==> config.mk <==
export PLATFORM = sky130hd
export DESIGN_NAME = heater_pwm_duty_damper_flat
export DESIGN_NICKNAME = d
export VERILOG_FILES = /design/src/rtl/hpd_pkg.sv /design/src/rtl/hpd_if.sv /design/src/rtl/hpd_div.sv /design/src/rtl/hpd_datapath.sv /design/src/rtl/hpd_ctrl.sv /design/src/rtl/heater_pwm_duty_damper.sv /design/src/flat_wrapper.sv
export SDC_FILE = /design/constraint.sdc
export NUM_CORES = 1
export LEC_CHECK = 0
export BUFFER_PORTS_ARGS = -buffer_cell sky130_fd_sc_hd__buf_2
export CORE_MARGIN = 4
export CORE_UTILIZATION = 45
export DETAILED_ROUTE_END_ITERATION = 10
export PLACE_DENSITY_LB_ADDON = 0.25
export SYNTH_ARGS = -nofsm -noshare
export SYNTH_HDL_FRONTEND = slang
export SYNTH_SLANG_ARGS = --single-unit
export TNS_END_PERCENT = 20
==> constraint.sdc <==
create_clock -name clk -period 5.8 [get_ports clk]
set_clock_uncertainty 0.05 [all_clocks]
set_input_delay 0.29 -clock clk [delete_from_list [all_inputs] [get_ports clk]]
set_output_delay 0.29 -clock clk [all_outputs]
set_load 0.05 [all_outputs]
==> src/rtl/hpd_pkg.sv <==
// ----------------------------------------------------------------------------
// hpd_pkg
// Shared widths, default parameters, codes and controller/datapath structs
// for the heater PWM duty damper.
// ----------------------------------------------------------------------------
package hpd_pkg;

	localparam int DATA_W = 16;
	localparam int CNT_W  = 16;
	// Marks fit in 17 bits: low mark is all ones or at most 65535, high mark
	// is at most 65536.
	localparam int MARK_W = DATA_W + 1;

	localparam int PROD_W = 2 * DATA_W;
	localparam int NUM_W  = PROD_W + DATA_W;

	localparam int DEF_PWM_PERIOD   = 1024;
	localparam int DEF_COOLDOWN     = 20;
	localparam int DEF_ADC_DELAY    = 16;
	localparam int DEF_ADC_WORKTIME = 16;

	localparam int SETTLE_ITEMS = 3;
	localparam int STEP_OFFSET  = 2;

	localparam logic [MARK_W-1:0] MARK_LOW_RESET  = '1;
	localparam logic [MARK_W-1:0] MARK_HIGH_RESET = '0;

	typedef enum logic [1:0] {
		NUDGE_NONE  = 2'd0,
		NUDGE_RAISE = 2'd1,
		NUDGE_LOWER = 2'd2
	} nudge_t;

	typedef struct packed {
		logic load;
		logic start;
		logic finish;
	} hpd_cmd_t;

	typedef struct packed {
		logic busy;
	} hpd_status_t;

endpackage

==> src/rtl/hpd_if.sv <==
// ----------------------------------------------------------------------------
// hpd_if
// Valid/ready stream interfaces for the request and the response channel.
// ----------------------------------------------------------------------------
interface hpd_req_if import hpd_pkg::*; ();
	logic              valid;
	logic              ready;
	logic [DATA_W-1:0] power;
	logic [DATA_W-1:0] voltage_q8;

	modport source (output valid, output power, output voltage_q8, input ready);
	modport sink   (input valid, input power, input voltage_q8, output ready);
endinterface

interface hpd_rsp_if import hpd_pkg::*; ();
	logic              valid;
	logic              ready;
	logic [DATA_W-1:0] compare_value;
	logic [1:0]        nudge;

	modport source (output valid, output compare_value, output nudge, input ready);
	modport sink   (input valid, input compare_value, input nudge, output ready);
endinterface

==> src/rtl/hpd_div.sv <==
// ----------------------------------------------------------------------------
// hpd_div
// Restoring bit-serial divider, one quotient bit per cycle; keeps the low
// QUO_W bits of the quotient.
// ----------------------------------------------------------------------------
module hpd_div import hpd_pkg::*; #(
	parameter int NUM_W_P = 48,
	parameter int DEN_W_P = 32,
	parameter int QUO_W_P = 16
) (
	input  logic               clk,
	input  logic               arst_n,
	input  logic               start,
	input  logic [NUM_W_P-1:0] num,
	input  logic [DEN_W_P-1:0] den,
	output logic               busy,
	output logic [QUO_W_P-1:0] quo
);

	localparam int STEP_W = $clog2(NUM_W_P + 1);

	logic               busy_q;
	logic [STEP_W-1:0]  step_q;
	logic [NUM_W_P-1:0] num_q;
	logic [DEN_W_P-1:0] den_q;
	logic [DEN_W_P-1:0] rem_q;
	logic [QUO_W_P-1:0] quo_q;

	logic [DEN_W_P:0]   trial;
	logic [DEN_W_P:0]   diff;
	logic               qbit;

	always_comb begin
		trial = {rem_q, num_q[NUM_W_P-1]};
		diff  = trial - {1'b0, den_q};
		qbit  = (trial >= {1'b0, den_q});
	end

	always_ff @(posedge clk or negedge arst_n) begin
		if (!arst_n) begin
			busy_q <= 1'b0;
			step_q <= '0;
		end else if (start) begin
			busy_q <= 1'b1;
			step_q <= STEP_W'(NUM_W_P);
		end else if (busy_q) begin
			step_q <= step_q - STEP_W'(1);
			if (step_q == STEP_W'(1)) begin
				busy_q <= 1'b0;
			end
		end
	end

	always_ff @(posedge clk) begin
		if (start) begin
			num_q <= num;
			den_q <= den;
			rem_q <= '0;
		end else if (busy_q) begin
			num_q <= {num_q[NUM_W_P-2:0], 1'b0};
			rem_q <= qbit ? diff[DEN_W_P-1:0] : trial[DEN_W_P-1:0];
			quo_q <= {quo_q[QUO_W_P-2:0], qbit};
		end
	end

	assign busy = busy_q;
	assign quo  = quo_q;

endmodule

==> src/rtl/hpd_datapath.sv <==
// ----------------------------------------------------------------------------
// hpd_datapath
// Products, the two dividers, damper state and the output register.
// ----------------------------------------------------------------------------
module hpd_datapath import hpd_pkg::*; #(
	parameter int PWM_PERIOD   = DEF_PWM_PERIOD,
	parameter int COOLDOWN     = DEF_COOLDOWN,
	parameter int ADC_DELAY    = DEF_ADC_DELAY,
	parameter int ADC_WORKTIME = DEF_ADC_WORKTIME
) (
	input  logic              clk,
	input  logic              arst_n,
	input  hpd_cmd_t          cmd,
	input  logic [DATA_W-1:0] power,
	input  logic [DATA_W-1:0] voltage_q8,
	output hpd_status_t       status,
	output logic [DATA_W-1:0] compare_value,
	output logic [1:0]        nudge
);

	localparam logic [DATA_W-1:0] PERIOD_V = DATA_W'(PWM_PERIOD);
	localparam logic [DATA_W-1:0] GUARD_V  = DATA_W'(ADC_DELAY + ADC_WORKTIME);
	localparam logic [CNT_W-1:0]  COOL_V   = CNT_W'(COOLDOWN);

	logic [PROD_W-1:0] num_prod_q;
	logic [PROD_W-1:0] den_q;
	logic              zero_q;

	logic [CNT_W-1:0]  call_counter_q;
	logic [MARK_W-1:0] low_mark_q;
	logic [MARK_W-1:0] high_mark_q;

	logic [DATA_W-1:0] compare_q;
	nudge_t            nudge_q;

	logic              main_busy;
	logic              step_busy;
	logic [DATA_W-1:0] main_quo;
	logic [DATA_W-1:0] step_quo;

	logic              settled;
	logic              cool;
	logic              expire;
	logic [CNT_W-1:0]  c1;
	logic [CNT_W-1:0]  c2;
	logic [CNT_W-1:0]  divisor;

	logic [DATA_W-1:0] raw;
	logic [MARK_W-1:0] raw_ext;
	logic [MARK_W-1:0] lo_eff;
	logic [MARK_W-1:0] hi_eff;
	logic              do_raise;
	logic              do_lower;
	logic [MARK_W-1:0] sum;
	logic [DATA_W-1:0] raised;
	logic [DATA_W-1:0] lowered;
	logic [DATA_W-1:0] nudged;
	logic [DATA_W-1:0] clamped;
	logic [DATA_W-1:0] floored;

	// Capture products at transfer
	always_ff @(posedge clk) begin
		if (cmd.load) begin
			num_prod_q <= PROD_W'(power) * PROD_W'(PERIOD_V);
			den_q      <= PROD_W'(voltage_q8) * PROD_W'(voltage_q8);
			zero_q     <= (voltage_q8 == '0);
		end
	end

	// Counter advance, known before the item ends
	always_comb begin
		settled = (call_counter_q >= CNT_W'(SETTLE_ITEMS));
		c1      = call_counter_q + CNT_W'(1);
		cool    = (c1 <= COOL_V);
		expire  = settled && !cool;
		c2      = (settled && cool) ? c1 + CNT_W'(1) : c1;
		divisor = (c2 > CNT_W'(STEP_OFFSET)) ? c2 - CNT_W'(STEP_OFFSET) : CNT_W'(1);
	end

	hpd_div #(
		.NUM_W_P(NUM_W),
		.DEN_W_P(PROD_W),
		.QUO_W_P(DATA_W)
	) u_main_div (
		.clk   (clk),
		.arst_n(arst_n),
		.start (cmd.start),
		.num   ({num_prod_q, {DATA_W{1'b0}}}),
		.den   (den_q),
		.busy  (main_busy),
		.quo   (main_quo)
	);

	hpd_div #(
		.NUM_W_P(DATA_W),
		.DEN_W_P(CNT_W),
		.QUO_W_P(DATA_W)
	) u_step_div (
		.clk   (clk),
		.arst_n(arst_n),
		.start (cmd.start),
		.num   (PERIOD_V),
		.den   (divisor),
		.busy  (step_busy),
		.quo   (step_quo)
	);

	assign status.busy = main_busy | step_busy;

	// Damper decision, nudge with saturation, clamp then floor
	always_comb begin
		raw      = zero_q ? '1 : main_quo;
		raw_ext  = {1'b0, raw};
		lo_eff   = expire ? MARK_LOW_RESET : low_mark_q;
		hi_eff   = expire ? MARK_HIGH_RESET : high_mark_q;
		do_raise = settled && (raw_ext < lo_eff);
		do_lower = settled && !do_raise && (raw_ext > hi_eff);
		sum      = raw_ext + {1'b0, step_quo};
		raised   = sum[DATA_W] ? '1 : sum[DATA_W-1:0];
		lowered  = (raw > step_quo) ? raw - step_quo : '0;
		if (do_raise) begin
			nudged = raised;
		end else if (do_lower) begin
			nudged = lowered;
		end else begin
			nudged = raw;
		end
		clamped = (nudged > PERIOD_V) ? PERIOD_V : nudged;
		floored = (clamped < GUARD_V) ? GUARD_V : clamped;
	end

	always_ff @(posedge clk or negedge arst_n) begin
		if (!arst_n) begin
			call_counter_q <= '0;
			low_mark_q     <= MARK_LOW_RESET;
			high_mark_q    <= MARK_HIGH_RESET;
		end else if (cmd.finish) begin
			if (do_raise) begin
				low_mark_q     <= raw_ext;
				high_mark_q    <= raw_ext + MARK_W'(1);
				call_counter_q <= '0;
			end else if (do_lower) begin
				high_mark_q    <= raw_ext;
				low_mark_q     <= raw_ext - MARK_W'(1);
				call_counter_q <= '0;
			end else begin
				low_mark_q     <= lo_eff;
				high_mark_q    <= hi_eff;
				call_counter_q <= c2;
			end
		end
	end

	always_ff @(posedge clk) begin
		if (cmd.finish) begin
			compare_q <= floored;
			if (do_raise) begin
				nudge_q <= NUDGE_RAISE;
			end else if (do_lower) begin
				nudge_q <= NUDGE_LOWER;
			end else begin
				nudge_q <= NUDGE_NONE;
			end
		end
	end

	assign compare_value = compare_q;
	assign nudge         = 2'(nudge_q);

endmodule

==> src/rtl/hpd_ctrl.sv <==
// ----------------------------------------------------------------------------
// hpd_ctrl
// Sequencer for one item at a time plus the output valid flag.
// ----------------------------------------------------------------------------
module hpd_ctrl import hpd_pkg::*; (
	input  logic        clk,
	input  logic        arst_n,
	input  logic        req_valid,
	output logic        req_ready,
	output logic        rsp_valid,
	input  logic        rsp_ready,
	input  hpd_status_t status,
	output hpd_cmd_t    cmd
);

	typedef enum logic [1:0] {
		ST_IDLE,
		ST_START,
		ST_DIVIDE,
		ST_FINISH
	} state_t;

	state_t state_q;
	logic   out_valid_q;

	always_comb begin
		cmd.load   = (state_q == ST_IDLE) && req_valid;
		cmd.start  = (state_q == ST_START);
		cmd.finish = (state_q == ST_FINISH) && (!out_valid_q || rsp_ready);
	end

	always_ff @(posedge clk or negedge arst_n) begin
		if (!arst_n) begin
			state_q     <= ST_IDLE;
			out_valid_q <= 1'b0;
		end else begin
			if (cmd.finish) begin
				out_valid_q <= 1'b1;
			end else if (rsp_ready) begin
				out_valid_q <= 1'b0;
			end
			case (state_q)
				ST_IDLE: begin
					if (req_valid) begin
						state_q <= ST_START;
					end
				end
				ST_START: begin
					state_q <= ST_DIVIDE;
				end
				ST_DIVIDE: begin
					if (!status.busy) begin
						state_q <= ST_FINISH;
					end
				end
				ST_FINISH: begin
					if (cmd.finish) begin
						state_q <= ST_IDLE;
					end
				end
				default: begin
					state_q <= ST_IDLE;
				end
			endcase
		end
	end

	assign req_ready = (state_q == ST_IDLE);
	assign rsp_valid = out_valid_q;

endmodule

==> src/rtl/heater_pwm_duty_damper.sv <==
// ----------------------------------------------------------------------------
// heater_pwm_duty_damper
// One item is in flight at a time: a new request is taken only after the
// 48-step bit-serial quotient of power*period*65536 over voltage squared
// is done and the result has gone to the output register.
// A finished response waits in the output register while the next request
// is taken. Reset clears the call counter to zero and the marks to their
// empty band at once; there is no clearing pass.
// ----------------------------------------------------------------------------
module heater_pwm_duty_damper import hpd_pkg::*; #(
	parameter int PWM_PERIOD   = DEF_PWM_PERIOD,
	parameter int COOLDOWN     = DEF_COOLDOWN,
	parameter int ADC_DELAY    = DEF_ADC_DELAY,
	parameter int ADC_WORKTIME = DEF_ADC_WORKTIME
) (
	input  logic      clk,
	input  logic      arst_n,
	hpd_req_if.sink   req,
	hpd_rsp_if.source rsp
);

	// Command and status between sequencer and datapath
	hpd_cmd_t    cmd;
	hpd_status_t status;

	// Sequencer: accept in idle, start both dividers, wait, then hand the
	// result to the output register once it is free or being drained.
	hpd_ctrl u_ctrl (
		.clk      (clk),
		.arst_n   (arst_n),
		.req_valid(req.valid),
		.req_ready(req.ready),
		.rsp_valid(rsp.valid),
		.rsp_ready(rsp.ready),
		.status   (status),
		.cmd      (cmd)
	);

	// Datapath: products on transfer, raw count and nudge step in two
	// dividers running side by side, damper update and output clamp on finish.
	hpd_datapath #(
		.PWM_PERIOD  (PWM_PERIOD),
		.COOLDOWN    (COOLDOWN),
		.ADC_DELAY   (ADC_DELAY),
		.ADC_WORKTIME(ADC_WORKTIME)
	) u_datapath (
		.clk          (clk),
		.arst_n       (arst_n),
		.cmd          (cmd),
		.power        (req.power),
		.voltage_q8   (req.voltage_q8),
		.status       (status),
		.compare_value(rsp.compare_value),
		.nudge        (rsp.nudge)
	);

endmodule

==> src/flat_wrapper.sv <==
// flat-port wrapper written by rule: the top's interface ports become plain ports
module heater_pwm_duty_damper_flat import hpd_pkg::*;
#(
	parameter int PWM_PERIOD   = DEF_PWM_PERIOD,
	parameter int COOLDOWN     = DEF_COOLDOWN,
	parameter int ADC_DELAY    = DEF_ADC_DELAY,
	parameter int ADC_WORKTIME = DEF_ADC_WORKTIME
)
  (clk, arst_n, req_valid, req_power, req_voltage_q8, req_ready, rsp_valid, rsp_compare_value, rsp_nudge, rsp_ready);
  hpd_req_if req_i ();
  hpd_rsp_if rsp_i ();
  input  logic clk;
  input  logic arst_n;
  input wire logic [$bits(req_i.valid)-1:0] req_valid;
  input wire logic [$bits(req_i.power)-1:0] req_power;
  input wire logic [$bits(req_i.voltage_q8)-1:0] req_voltage_q8;
  output wire logic [$bits(req_i.ready)-1:0] req_ready;
  output wire logic [$bits(rsp_i.valid)-1:0] rsp_valid;
  output wire logic [$bits(rsp_i.compare_value)-1:0] rsp_compare_value;
  output wire logic [$bits(rsp_i.nudge)-1:0] rsp_nudge;
  input wire logic [$bits(rsp_i.ready)-1:0] rsp_ready;
  assign req_i.valid = req_valid;
  assign req_i.power = req_power;
  assign req_i.voltage_q8 = req_voltage_q8;
  assign req_ready = req_i.ready;
  assign rsp_valid = rsp_i.valid;
  assign rsp_compare_value = rsp_i.compare_value;
  assign rsp_nudge = rsp_i.nudge;
  assign rsp_i.ready = rsp_ready;
  heater_pwm_duty_damper #(.PWM_PERIOD(PWM_PERIOD), .COOLDOWN(COOLDOWN), .ADC_DELAY(ADC_DELAY), .ADC_WORKTIME(ADC_WORKTIME)) u_core (.clk(clk), .arst_n(arst_n), .req(req_i), .rsp(rsp_i));
endmodule
# Word-level counts from Yosys, hierarchy flattened
# Index checks and enable logic that the tools add are counted.
[word_totals] ff_bits=299 output_inout_bits=20
[classes] add_sub_neg=11 mul=1 magnitude_cmp=10 n_eq_ne=8 mux=36 n_bitwise=2 reduce_logical=19
[op_table] operator="$mux W16" n=10
[op_table] operator="$mux W17" n=6
[op_table] operator="$mux W48" n=1
[op_table] operator="$mux W42" n=1
[op_table] operator="$ge A33 B32 Y1" n=1
[op_table] operator="$add A16 B1 Y16 const B" n=2
[op_table] operator="$mul A16 B16 Y32" n=1
[op_table] operator="$mux W32" n=1
[op_table] operator="$sub A16 B16 Y16" n=2
[op_table] operator="$sub A32 B32 Y32" n=1
[op_table] operator="$add A16 B1 Y17 const B" n=1
[op_table] operator="$add A16 B16 Y17" n=1
[op_table] operator="$ge A17 B16 Y1" n=1
[op_table] operator="$gt A16 B17 Y1" n=1
[op_table] operator="$lt A16 B17 Y1" n=1
[op_table] operator="$sub A16 B1 Y17 const B" n=1
[op_table] operator="$ge A16 B2 Y1 const B" n=1
[op_table] operator="$gt A16 B11 Y1 const B" n=1
[op_table] operator="$gt A16 B16 Y1" n=1
[op_table] operator="$gt A16 B2 Y1 const B" n=1
[op_table] operator="$le A16 B5 Y1 const B" n=1
[op_table] operator="$logic_not A16 Y1" n=1
[op_table] operator="$lt A16 B6 Y1 const B" n=1
[op_table] operator="$sub A16 B2 Y16 const B" n=1
[op_table] operator="other kinds (22)" n=47

# Longest topological paths before layout
# Gate-level depths: netlist (run 1).
[logic_depth] depth_word=15 ltp_mapped=29 depth_no_buf=27

# Cells and area by module
# Synthesis (run 1) repeated with hierarchy kept, for this count alone.
[hier_totals] hier_cells=2724 hier_area_um2=26703.1
[by_module_without_submodules] mod="hpd_datapath" n_inst=1 cells_each=1773 area_per_inst_um2=15845.2
[by_module_without_submodules] mod="hpd_div at u_core.u_datapath.u_main_div" n_inst=1 cells_each=636 area_per_inst_um2=7128.1
[by_module_without_submodules] mod="hpd_div at u_core.u_datapath.u_step_div" n_inst=1 cells_each=294 area_per_inst_um2=3487.1
[by_module_without_submodules] mod="hpd_ctrl" n_inst=1 cells_each=21 area_per_inst_um2=242.7

# Worst setup path after synthesis (run 1)
# Ideal clock, no wire load.
[synth_path] path_type="input -> register" from="input port req_voltage_q8[2]" to="register u_core.u_datapath.den_q[31], data pin" arrival_ns=6.462 t_required_ns=5.490 path_slack_ns=-0.972 cell_stages=25 path_buffers=2 cell_sequence="clkbuf_1 > clkbuf_1 > nand2_1 > fa_1 > inv_1 > fa_1 > fa_1 > inv_1 > fa_1 > inv_1 > fa_1 > fa_1 > ha_1 > a21o_1 > a21o_1 > a21o_1 > a21o_1 > a21oi_1 > o221ai_1 > nand2_1 > o21ai_0 > or4_1 > a31o_2 > a21oi_1 > xnor2_1"
[synth_between] elab_chain_cells=1
[synth_lines] item="from (decl)" line="flat_wrapper.sv:16" source="input wire logic [$bits(req_i.voltage_q8)-1:0] req_voltage_q8;"
[synth_lines] item="$mul A16 B16 Y32" line="hpd_datapath.sv:65" source="den_q <= PROD_W'(voltage_q8) * PROD_W'(voltage_q8);"
[synth_lines] item="to (signal assigned)" line="hpd_datapath.sv:65"
[synth_lines] item="to (decl)" line="hpd_datapath.sv:26" source="logic [PROD_W-1:0] den_q;"
# Every way passes these cells.
# A chain may end at the register's enable or synchronous reset.

# Worst setup path in the final report (run 1)
[layout_path] from="input port req_voltage_q8[5]" to="register u_core.u_datapath.den_q[30], data pin"
# The elaborated chain is that of the path after synthesis.

==> results of run 1 <==
## report_power, final
| part | switching, mW | total (mW) | internal (mW) | leakage [nW] |
|---|---|---|---|---|
| combinational | 3.39 | 7.18 | 3.79 | 9.95 |
| clock | 0.859 | 2.31 | 1.45 | 0.587 |
| sequential | 0 | 2.45 | 2.45 | 2.75 |
| total | 4.25 | 11.9 | 7.69 | 13.3 |
## state kept, by name (all words and copies together) (netlist names), 5 cells and up
register / flops
u_core.u_datapath.low_mark_q: 17
u_core.u_datapath.num_prod_q: 16
u_core.u_datapath.u_step_div.step_q: 5
u_core.u_datapath.u_main_div.den_q: 31
u_core.u_datapath.u_step_div.den_q: 16
u_core.u_datapath.u_step_div.num_q: 6
u_core.u_datapath.u_step_div.rem_q: 16
u_core.u_datapath.u_main_div.num_q: 22
u_core.u_datapath.u_main_div.step_q: 6
u_core.u_datapath.u_main_div.rem_q: 32
u_core.u_datapath.compare_value: 16
u_core.u_datapath.u_main_div.quo: 16
u_core.u_datapath.call_counter_q: 16
u_core.u_datapath.den_q: 31
u_core.u_datapath.u_step_div.quo: 16
u_core.u_datapath.high_mark_q: 17
## layout make-up
type / count / area [µm²]
fill: 4823 / 25000
multi-input combinational: 1864 / 15300
sequential: 287 / 7770
timing repair buffer: 301 / 2230
inverter: 348 / 1310
clock buffer: 48 / 1020
tap: 696 / 871
clock inverter: 13 / 208
## critical path, cell delays in order
cell       delay (ns)
clkbuf_4         0.17
buf_4            0.18
and2_1           0.17
fa_1             0.49
inv_1            0.06
fa_1             0.49
fa_1             0.52
inv_1            0.06
fa_1             0.48
inv_1            0.06
fa_1             0.52
inv_1            0.05
fa_1             0.53
ha_4             0.22
o21ai_1          0.08
a21oi_1          0.08
a311o_1          0.36
a31oi_2          0.21
or3_4            0.17
nand3_2          0.09
o41ai_4          0.34
o2111ai_1        0.20
a21oi_2          0.18
xnor2_1          0.09
## repair_timing
item,CTS,global route
endpoints found under the hold margin,66,0
gates cloned,0,0
buffers inserted,0,9
hold buffers,18,0
setup endpoints to repair,9,15
resized for setup,7,47
pin swaps,6,25
## logic make-up (layout without fill, tap and decap cells)
kind of cell / Yosys count / in the layout
buffers and inverters: 451 / 710
AND/OR/NAND/NOR: 773 / 773
XOR/XNOR: 123 / 123
adder cells (fa/ha/maj): 390 / 390
AO/OA/AOI/OAI: 530 / 530
other: 1 / 5
multiplexers: 43 / 43
flip-flops: 287 / 287
## layer usage
| layer | global-route usage, % | vias up | part of all wire [%] | wire [µm] |
|---|---|---|---|---|
| li1 | - | 9398 | - | - |
| met1 | 28.4 | 9352 | 47 | 27500 |
| met2 | 33.2 | 415 | 47 | 27300 |
| met3 | 2.71 | 73 | 4.5 | 2630 |
| met4 | 4.47 | 0 | 1.8 | 1030 |
| met5 | 0 | - | 0 | 0 |
## path summary, 6_finish.rpt
kind / startpoint / end / slack (ns)
worst min register to register: u_core.u_datapath.den_q[28] / u_core.u_datapath.u_main_div.den_q[28] / 0.35
max in group asynchronous: arst_n / u_core.u_datapath.u_step_div.step_q[1] / 4.61
worst min-delay path: req_valid / u_core.u_ctrl.state_q[0] / 0.17
worst max-delay path: req_voltage_q8[5] / u_core.u_datapath.den_q[30] / -0.03
min in group asynchronous: arst_n / u_core.u_datapath.call_counter_q[8] / 0.48
worst max register to register: u_core.u_datapath.call_counter_q[0] / u_core.u_datapath.compare_value[4] / 0.18
## cell usage in the layout (no fill, tap or decap), types with 24 or more instances in the layout
master / n
nor3_1: 51
buf_2: 50
mux2i_1: 25
o21ai_0: 100
nand4_1: 24
a211oi_1: 40
and2_1: 82
clkbuf_16: 37
a21o_1: 46
xor2_1: 39
nand3_1: 48
xnor2_1: 83
dfrtp_1: 49
dfxtp_1: 54
a21oi_1: 138
nor2_1: 210
buf_4: 224
inv_1: 338
ha_1: 210
fa_1: 164
nor2b_1: 26
nand2_1: 200
edfxtp_1: 167
==> impl_metrics.env, run 1 <==
export IMPL_synth_most_common_cell="inv_1"
export IMPL_utilization_pct=53.5
export IMPL_rsz0062_at_grt="true"
export IMPL_hold_viol=0
export IMPL_slew_limit_headroom_pct=31.2
export IMPL_drtIter0Drc=995
export IMPL_cts_made_buffers=34
export IMPL_setup_viol=1
export IMPL_areaGrowthSynthToFinish_pct=17.8
export IMPL_grt_use_total_pct=20.0
export IMPL_finalNonFillerCells=3557
export IMPL_ys_seq_area_share_pct=31.8
export IMPL_cts_sinks=287
export IMPL_grt_pass1_wl_um=96300
export IMPL_tns_ns=-0.0277
export IMPL_vias=19200
export IMPL_start_util_pct=45.4
export IMPL_yosysTopAreaCellShare_pct=20.6
export IMPL_clk_path_buf_depth=3
export IMPL_cellPowerDensity_nw_per_um2=415
export IMPL_drt_total_wl_um=58400
export IMPL_final_max_slew_violation_count=0
export IMPL_synth_edff_count=167
export IMPL_syn_avg_cell_area_um2=9.39
export IMPL_finalPower_mw=11.9
export IMPL_synthTopCellsByArea="edfxtp_1 (21%), fa_1 (14%), ha_1 (11%)"
export IMPL_nets=3262
export IMPL_r2r_cells=23
export IMPL_dp_cells=3469
export IMPL_synth_ff_latch_count=287
export IMPL_syn_cell_area_um2=24400
export IMPL_grt_pass1_vias=19300
export IMPL_synth_distinct_cells=90
export IMPL_setup_ws_ns=-0.0277
export IMPL_max_freq_mhz=172
export IMPL_die_y_um=241
export IMPL_maxCapViolCount=0
export IMPL_io_buffers=55
export IMPL_cts_htree_levels=2
export IMPL_min_path_type="in -> reg"
export IMPL_period_share_pct=100
export IMPL_tightest_slew_ns=1.03
export IMPL_start_kind="primary input"
export IMPL_placed_area_um2=27000
export IMPL_min_path_cells=4
export IMPL_synth_compound_area_share_pct=14.4
export IMPL_cts_clk_slew_worst_paths_ns=0.06
export IMPL_ys_flop_type="edfxtp_1"
export IMPL_crit_arrival_ns=6.07
export IMPL_yosysTopAreaCell="edfxtp_1"
export IMPL_ir_drop_uv=728
export IMPL_drcViolationCount=0
export IMPL_gp_congestion=0.871
export IMPL_dpl_worst_slack_ns=-0.675
export IMPL_grt_max_degree=74
export IMPL_hold_slack_ns=0.172
export IMPL_synthArstFlopShare_pct=23.0
export IMPL_cts_tree="done"
export IMPL_violations="negative setup slack"
export IMPL_die_area_um2=58000
export IMPL_antenna_found_initial=0
export IMPL_end_kind="register"
export IMPL_p_leak_nw=13.3
export IMPL_worstSetupPathType="in -> reg"
export IMPL_ios=56
export IMPL_crit_fanout=9
export IMPL_synthXorXnorAreaFrac_pct=4.42
export IMPL_layout_min_cycle_time_ns=5.83
export IMPL_critPathRequiredTime_ns=6.04
export IMPL_num_antenna_cells=0
export IMPL_drt_first_pass_iters=5
export IMPL_design_area_um2=28700
export IMPL_ys_top_cells_by_count="inv_1 (341), ha_1 (223), nor2_1 (212)"
export IMPL_drive_gt1_share_pct=16.4
export IMPL_post_synth_inst_count=2598
export IMPL_synth_mux_area_share_pct=1.86
export IMPL_coreArea_um2=53700
export IMPL_clock_root_buffer="clkbuf_16"
export IMPL_yosys_warnings=0
export IMPL_dp_hpwl_um=44400
export IMPL_synth_top_family_by_area="adder cells"
export IMPL_clk_latency_ns=0.54
export IMPL_detail_route_wl_per_cell_um=16.4
export IMPL_rows=85
export IMPL_grt_overflow=0
export IMPL_die_x_um=241
export IMPL_detail_route_vias_per_cell=5.41
export IMPL_final_antenna_net_count=0
export IMPL_synthAdderAreaFrac_pct=25.1
export IMPL_synthSimpleGateAreaFrac_pct=15.3
export IMPL_status="finished, violations left"
No activity file was read; power rests on OpenSTA's default activity.
==> inputs of run 2 (changes only) <==
Settings changed: SKIP_CTS_REPAIR_TIMING set to 1.
Clock period 5.8 ns to 5.2 ns, I/O delays scaled along.
==> impl_metrics.env, run 2 (synthesis gave the netlist of run 1 again) <==
export IMPL_min_path_type="in -> reg"
export IMPL_period_share_pct=110
export IMPL_drt_first_pass_iters=7
export IMPL_final_antenna_net_count=0
export IMPL_drcViolationCount=0
export IMPL_grt_pass1_wl_um=101000
export IMPL_seq_power_share_pct=19.7
export IMPL_nets=3377
export IMPL_cts_clk_slew_worst_paths_ns=0.06
export IMPL_design_area_um2=29900
export IMPL_hold_slack_ns=-0.0170
export IMPL_cts_made_buffers=34
export IMPL_end_kind="register"
export IMPL_slew_limit_headroom_pct=36.7
export IMPL_p_leak_nw=13.9
export IMPL_ios=56
export IMPL_rsz0062_at_grt="true"
export IMPL_fillers=4678
export IMPL_status="finished, violations left"
export IMPL_final_common_cell="buf_4"
export IMPL_critPathSlowestCell="fa_2"
export IMPL_dp_cells=3565
export IMPL_cts_sinks=287
export IMPL_clk_latency_ns=0.55
export IMPL_setup_ws_ns=-0.534
export IMPL_violations="negative hold slack, negative setup slack"
export IMPL_max_freq_mhz=174
export IMPL_seqCellArea_um2=7770
export IMPL_p_switching_mw=5.24
export IMPL_min_path_cells=3
export IMPL_layout_min_cycle_time_ns=5.73
export IMPL_areaGrowthSynthToFinish_pct=22.7
export IMPL_drtIter0Drc=1234
export IMPL_maxCapViolCount=0
export IMPL_clk_path_buf_depth=3
export IMPL_grt_overflow=0
export IMPL_drt_total_wl_um=62200
export IMPL_grt_pass1_vias=20200
export IMPL_hold_viol=1
export IMPL_cts_htree_levels=2
export IMPL_largest_register="u_core.u_datapath.u_main_div.rem_q"
export IMPL_die_area_um2=58000
export IMPL_grt_use_total_pct=21.1
export IMPL_critPathRequiredTime_ns=5.42
export IMPL_coreArea_um2=53700
export IMPL_crit_fanout=7
export IMPL_largest_register_ffs=32
export IMPL_num_antenna_cells=0
export IMPL_critPathMaxStageDelay_ns=0.60
export IMPL_drive_gt1_share_pct=21.8
export IMPL_r2r_cells=26
export IMPL_cellPowerDensity_nw_per_um2=462
export IMPL_vias=19800
export IMPL_most_common_layout_cells="buf_4 (333), inv_1 (332), ha_1 (204)"
export IMPL_utilization_pct=55.7
export IMPL_intPower_mw=8.60
export IMPL_antenna_found_initial=0
export IMPL_cpMostUsedCell="fa_1"
export IMPL_p_sw_share_pct=37.9
export IMPL_io_buffers=55
export IMPL_start_util_pct=45.4
export IMPL_die_y_um=241
export IMPL_reg_top3="u_core.u_datapath.u_main_div.rem_q (32), u_core.u_datapath.den_q (31), u_core.u_datapath.u_main_div.den_q (31)"
export IMPL_worstSetupPathType="in -> reg"
export IMPL_gp_congestion=0.908
export IMPL_clock_root_buffer="clkbuf_16"
export IMPL_grt_max_degree=81
export IMPL_ir_drop_uv=685
export IMPL_rows=85
export IMPL_power_frac_comb_pct=63.7
export IMPL_finalNonFillerCells=3673
export IMPL_detail_route_wl_per_cell_um=16.9
export IMPL_path_cells="buf_6 > and2_4 > fa_2 > fa_1 > fa_1 > inv_1 > fa_1 > inv_1 > fa_1 > fa_1 > ha_4 > a21o_1 > a21o_1 > a21o_1 > a21o_1 > a21oi_2 > o221ai_2 > nand2_1 > o21ai_2 > or4_4 > a31o_4 > a21oi_2 > xnor2_1"
export IMPL_setup_viol=18
export IMPL_cts_tree="done"
export IMPL_placed_area_um2=27800
export IMPL_crit_arrival_ns=5.95
export IMPL_tightest_slew_ns=0.950
export IMPL_multi_input_area_um2=15700
export IMPL_die_x_um=241
export IMPL_final_max_slew_violation_count=0
export IMPL_detail_route_vias_per_cell=5.40
export IMPL_clkPwrFrac_pct=16.6
export IMPL_start_kind="primary input"
export IMPL_dp_hpwl_um=47400
export IMPL_tns_ns=-5.17
-- run 2: cell count changes in the layout (fill, tap and decap cells not counted), sizes merged, moves of 3 or more --
cell,change
buf,+116
clkinv,+13
clkbuf,-6
clkinvlp,-3
bufinv,-4
-- run 2: routing by layer --
metal  part of all wire (%)  GRT usage (%)  vias to the layer above  routed length (µm)
li1                       -              -                     9625                   -
met1                     45           28.9                     9646               28200
met2                     48           35.7                      457               29800
met3                    4.6           2.95                      106                2860
met4                    2.2           5.56                        0                1370
met5                      0              0                        -                   0
-- run 2: per-stage QoR --
stage	worst slack (ns)	hold WS, ns	total power, mW
5_1_grt	-0.820	0.00285	15.0
3_5_place_dp	-1.28	0.355	11.0
6_report	-0.534	-0.0170	13.8
2_1_floorplan	-0.867	-0.0856	7.94
3_3_place_gp	-1.20	0.352	10.8
4_1_cts	-0.737	-0.210	13.4
-- run 2: worst paths after layout --
check / from / end / slack, ns
max: req_voltage_q8[6] / u_core.u_datapath.den_q[31] / -0.53
min: rsp_ready / u_core.u_ctrl.rsp_valid / -0.02
max reg2reg: u_core.u_datapath.call_counter_q[0] / u_core.u_datapath.compare_value[1] / -0.51
min reg2reg: u_core.u_datapath.den_q[15] / u_core.u_datapath.u_main_div.den_q[15] / 0.36
max in group asynchronous: arst_n / u_core.u_datapath.call_counter_q[0] / 3.99
min in group asynchronous: arst_n / u_core.u_ctrl.state_q[1] / 0.41
-- run 2: cell type report --
class,count,share of cell area [%]
clock buffer,42,3.04
clock inverter,20,0.510
timing repair buffer,416,10.8
sequential,287,26.0
inverter,348,4.39
tap,696,2.91
multi-input combinational,1864,52.4
-- run 2: critical path: cells and delay by family --
kind | cells | cell delay, ns
xor+xnor | 1 | 0.07
simple gates | 3 | 0.71
buf+inv | 3 | 0.22
compound gates | 9 | 1.41
fa+ha+maj | 7 | 3.26
-- run 2: power groups by stage --
stage / Sequential, mW / Combinational (mW) / Clock, mW
finish: 2.73 / 8.81 / 2.30
floorplan: 2.78 / 5.17 / 0
global route: 2.73 / 9.84 / 2.46
detailed placement: 2.78 / 8.20 / 0
CTS: 2.73 / 8.29 / 2.37
global placement: 2.78 / 8.06 / 0
